<file path="config.mk">
export PLATFORM = sky130hd
export DESIGN_NAME = nlc_expiry
export DESIGN_NICKNAME = d
export VERILOG_FILES = /design/src/nlc_pkg.sv /design/src/nlc_expiry.sv
export SDC_FILE = /design/constraint.sdc
export NUM_CORES = 1
export LEC_CHECK = 0
export BUFFER_PORTS_ARGS = -buffer_cell sky130_fd_sc_hd__buf_2
export CAP_MARGIN = 30
export CORE_ASPECT_RATIO = 0.8
export CORE_MARGIN = 2
export CORE_UTILIZATION = 53
export DETAILED_ROUTE_END_ITERATION = 16
export GPL_TIMING_DRIVEN = 0
export MAX_ROUTING_LAYER = met4
export PLACE_DENSITY = 0.88
export SETUP_SLACK_MARGIN = 0.15
export SLEW_MARGIN = 10
export SYNTH_ARGS = -nofsm -noshare
export SYNTH_HDL_FRONTEND = slang
export SYNTH_SLANG_ARGS = --single-unit
</file>
<file path="constraint.sdc">
create_clock -name vclk -period 5.4
set_input_delay 0.81 -clock vclk [all_inputs]
set_output_delay 0.81 -clock vclk [all_outputs]
set_load 0.005 [all_outputs]
</file>
<file path="src/nlc_pkg.sv">
// ----------------------------------------------------------------------------
// nlc_pkg
// Shared widths and operation codes for the neighbor cache.
// ----------------------------------------------------------------------------
package nlc_pkg;

    localparam int KEY_HALF_W = 64;
    localparam int V4_W       = 32;
    localparam int MAC_W      = 48;
    localparam int TIME_W     = 32;
    localparam int TMO_W      = 17;

    // tdata widths, padded to whole bytes
    localparam int IN_DATA_W  = 208;
    localparam int OUT_DATA_W = 56;
    localparam int IN_USER_W  = 3;

    typedef logic [1:0] func_t;

    localparam func_t FUNC_UPD_MAC   = 2'd0;
    localparam func_t FUNC_UPD_NOMAC = 2'd1;
    localparam func_t FUNC_LOOKUP    = 2'd2;
    localparam func_t FUNC_CLEAR     = 2'd3;

    typedef logic [0:0] cfg_idx_t;

    localparam cfg_idx_t CFG_ENTRY_TMO = 1'd0;
    localparam cfg_idx_t CFG_NOMAC_TMO = 1'd1;

    // Per-entry payload held in the data memory
    typedef struct packed {
        logic [MAC_W-1:0]  mac;
        logic              mac_known;
        logic [TIME_W-1:0] stamp;
    } slot_data_t;

endpackage

</file>
<file path="src/nlc_expiry.sv">
// ----------------------------------------------------------------------------
// nlc_expiry
// Timeout check of one entry against the current time.
// ----------------------------------------------------------------------------
module nlc_expiry
    import nlc_pkg::*;
(
    input  slot_data_t        entry,
    input  logic [TIME_W-1:0] now_seconds,
    input  logic [TMO_W-1:0]  entry_timeout,
    input  logic [TMO_W-1:0]  nomac_timeout,
    output logic              entry_valid
);

    logic [TIME_W:0] main_limit;
    logic [TIME_W:0] nomac_limit;
    logic [TIME_W:0] now_ext;

    // limits are formed one bit wider so they never wrap
    assign main_limit  = {1'b0, entry.stamp} + (TIME_W+1)'(entry_timeout);
    assign nomac_limit = {1'b0, entry.stamp} + (TIME_W+1)'(nomac_timeout);
    assign now_ext     = {1'b0, now_seconds};

    assign entry_valid = (main_limit >= now_ext) &&
                         (entry.mac_known || (nomac_limit >= now_ext));

endmodule
</file>
======== Word-level counts from Yosys, hierarchy flattened ========
Index checks and enable logic that the tools add are counted.
W data, S select, Z words.
word-level totals
  bits of input ports ..................... 147
  output and inout port bits .............. 1
  register bits ........................... 0
operators by class
  reduce and logical (&&, ||, !) cells .... 2
  order comparisons ....................... 2
  $add $sub $neg .......................... 2
operators with widths
  operator             number
  $add A32 B17 Y33     2
  $ge A33 B32 Y1       2
  $logic_and A1 B1 Y1  1
  $logic_or A1 B1 Y1   1

======== Logic depth before layout (Yosys ltp) ========
  depth after elaboration ................. 4
  mapped depth ............................ 18
  gate-level depth less buffers ........... 18

======== Worst setup path before layout ========
Ideal clock, no wire load.
  kind .................................... input port to output port
  start ................................... in entry[0] (netlist name)
  end ..................................... out entry_valid
  buffers on the path ..................... 0
  slack ................................... 436 ps
  cell stages on the path ................. 17
  arrival ................................. 4154 ps
  cell sequence ........................... ha_1 > fa_1 > a21o_1 > a221oi_2 > o21a_1 > a31oi_1 > a31oi_4 > nor2_1 > xor2_1 > ha_1 > nand4_1 > nor4_1 > a22oi_1 > nand2_1 > nor4_1 > a211o_1 > a32oi_1
between the ends
  cells in the longest elaborated chain, start to end .. 4
  elaborated cells between the ends (all ways) .. 6
  those cells by class .................... add/sub: 2; order compare: 2; reduce/logical: 2
RTL lines
  what                     line              text
  from (decl)              nlc_expiry.sv:8   input slot_data_t entry,
  $add A32 B17 Y33         nlc_expiry.sv:21  assign nomac_limit = {1'b0, entry.stamp} + (TIME_W+1)'(nomac_timeout);
  $ge A33 B32 Y1           nlc_expiry.sv:25  (entry.mac_known || (nomac_limit >= now_ext));
  $logic_or A1 B1 Y1       nlc_expiry.sv:25
  $logic_and A1 B1 Y1 (*)  nlc_expiry.sv:24  assign entry_valid = (main_limit >= now_ext) &&
  to (decl)                nlc_expiry.sv:12  output logic entry_valid
Every way passes the cells marked *; elsewhere a longest branch is shown, timed or not.

======== Worst setup path in the final report ========
Same ends and word-level chain as after synthesis.

==> flow_summary.toml <==
[detailed_routing]
drc_errors = 0
vias = 4473
wirelength_mm = 12.0
drtPass1Iterations = 5
avgRoutedWirePerCell_um = 16.1
drt_iter0_drc = 245
drtAntennaViolNets = 0
vias_per_cell = 6.00

[global_routing]
grt_pass1_wl_mm = 18.5
use_met1_pct = 36.3
grt_overflow = 0
grtUsageTotal_pct = 28.4
busiest_layer = "met2"
use_met3_pct = 2.32
grt_max_degree = 11
grt_pass1_vias = 4193
grt_util_met2_pct = 49.6
antenna_found_initial = 0

[power_and_ir_drop]
p_per_area_mw_per_mm2 = 122
ir_worst_vdd_mv = 0.0638
p_total_uw = 605
power_leakage_nw = 2.53

[critical_path]
cp_max_fo = 4
required_ns = 4.59
cpMaxStageDelayCell = "fa_2"
critPathTopFamily = "compound AO/OA/AOI/OAI gates"
startpoint_type = "input port"
arrival_ns = 4.49
cp_cell_sequence = "buf_6 > ha_4 > fa_2 > a21o_1 > a221oi_4 > o21a_1 > a31oi_4 > a31oi_4 > buf_6 > nand2b_4 > xnor2_2 > ha_1 > nand4_1 > nor4_4 > a22oi_1 > nand2_1 > nor4_2 > a211o_1 > a32oi_2 > buf_2"
critPathCaptureType = "primary output"
crit_buf_inv = 3
cp_slowest_stage_delay_ns = 0.34
criticalPathCategory = "in -> out"

[synthesis]
synth_cell_types = 67
syn_inst = 538
muxShareOfSynthArea_pct = 0.256
synthXorXnorAreaFrac_pct = 11.4
yosysTopAreaCellShare_pct = 31.4
syn_avg_cell_area_um2 = 7.27
synth_area_mm2 = 0.00391
synth-compound-area-share_pct = 26.0
synth_fa_ha_area_share_pct = 32.4
synth_top_family_by_area = "adder cells"
synth-simple-area-share_pct = 22.7
seq_area_frac_synth_pct = 0
synth_area_leaders = "ha_1, a21oi_1, xnor2_1"
yosysTopAreaCell = "ha_1"
syn_nets = 785
yosys_warnings = 0

[place]
dp_cells = 718
post-place-ws_ns = -0.507
portBuffers = 93
routabilityCongestion = 0.907
dpl.hpwl_mm = 9.33
dpl_cell_area_mm2 = 0.00448

[sta]
layout_setup_ws_ns = 0.0966
period_share_pct = 98.2
fin_tns_setup_ns = 0
drv_slew = 0
worst_pin_slew_ns = 0.731
grt_setup_unrepaired = "true"
setup_violations = 0
max_slew_margin_pct = 51.1
hold_ws_ns = 2.24
max_freq_mhz = 189
finalHoldViolCount = 0
fin_crit_ns = 5.30

[layout]
diodes = 0
finalNetCount = 907
seq_cells = 0
design_area_mm2 = 0.00494
syn2layout_area_growth_pct = 26.4
finish.utilization_pct = 70.3
drive_above_1_share_pct = 26.6
final-seq-area_um2 = 0
fin_cells = 745
clock_buffer_count = 0

[floorplan]
dieWidth_um = 100
fp.coreArea_mm2 = 0.00703
pin_count = 148
dieArea_mm2 = 0.00808
fp.dieH_um = 80.8
initial_utilization_pct = 55.6
rows = 27

[status]
status = "complete, no violations"

[clocking]
cts_hold_buf = 0

[hold_path]
min_path_type = "in -> out"

[run]
maxCapViolations = 0
-- per-layer routing --
metal	share of wire, %	vias to the layer above
met5	0	-
met1	44	2032
met2	46	190
met3	7.6	30
met4	1.9	0
li1	-	2221
-- kinds of logic after synthesis --
| group | after synthesis |
|---|---|
| and+or+nand+nor | 175 |
| adders and majority gates | 100 |
| xor gates and xnor gates | 51 |
| buffers and inverters | 67 |
| AOI/OAI and AO/OA | 144 |
| muxes | 1 |
-- placed cells by master, fill, tap and decap left out, types with 11 or more instances in the layout --
cell type	Yosys	layout
ha_1	98	93
buf_2	1	92
inv_1	55	54
a21oi_1	48	46
nand2_1	46	46
nor2_1	46	45
buf_4	3	28
xnor2_1	27	26
xor2_1	24	24
o21ai_0	20	18
nand4_1	15	15
a21o_1	14	14
nand3_1	14	14
nor3_1	11	11
-- power by group --
group / internal, mW / switching (mW) / leakage (nW)
combinational: 0.274 / 0.331 / 2.53
clock: 0 / 0 / 0
sequential: 0 / 0 / 0
total: 0.274 / 0.331 / 2.53
-- timing repair --
item                       in CTS  in global routing
setup buffers                  16                 11
setup endpoints to repair       1                  1
resized for setup              35                 14
pin swaps                      17                 28
-- synthesized netlist by cell type (3+ instances only) --
library cell,instances
and3_1,6
inv_1,55
nor3_1,11
buf_4,3
nor2b_1,4
nand2b_1,4
xor2_1,24
nand3_1,14
or3_1,7
a21boi_2,3
o21bai_1,4
o21a_1,6
clkbuf_1,3
o211ai_1,4
nand4_1,15
xnor2_1,27
ha_1,98
nor2_1,46
o21ai_0,20
nor4_1,7
a211o_1,3
a21oi_1,48
nand2_1,46
o31ai_1,5
a211oi_1,4
a21o_1,14
o311ai_0,3
and4_1,3
a31oi_1,3
o311a_1,3
-- worst min-delay path: stages --
cell and delay (ns):
buf_2 0.10, a211oi_1 0.05, o221a_2 0.12, a32oi_2 0.21, buf_2 0.14
-- path summary, 6_finish.rpt --
check,cells after the start,slack [ns],startpoint,to
setup / recovery,20,0.1,entry[0],entry_valid
hold / removal,5,2.24,entry[32],entry_valid
-- final cells by class --
| cell class | count | area [µm²] |
|---|---|---|
| Multi-Input combinational cell | 471 | 3860 |
| Fill cell | 551 | 2090 |
| Timing Repair Buffer | 120 | 684 |
| Inverter | 56 | 210 |
| Tap cell | 87 | 109 |
| Buffer | 11 | 75.1 |
(Power assumes the default switching activity.)
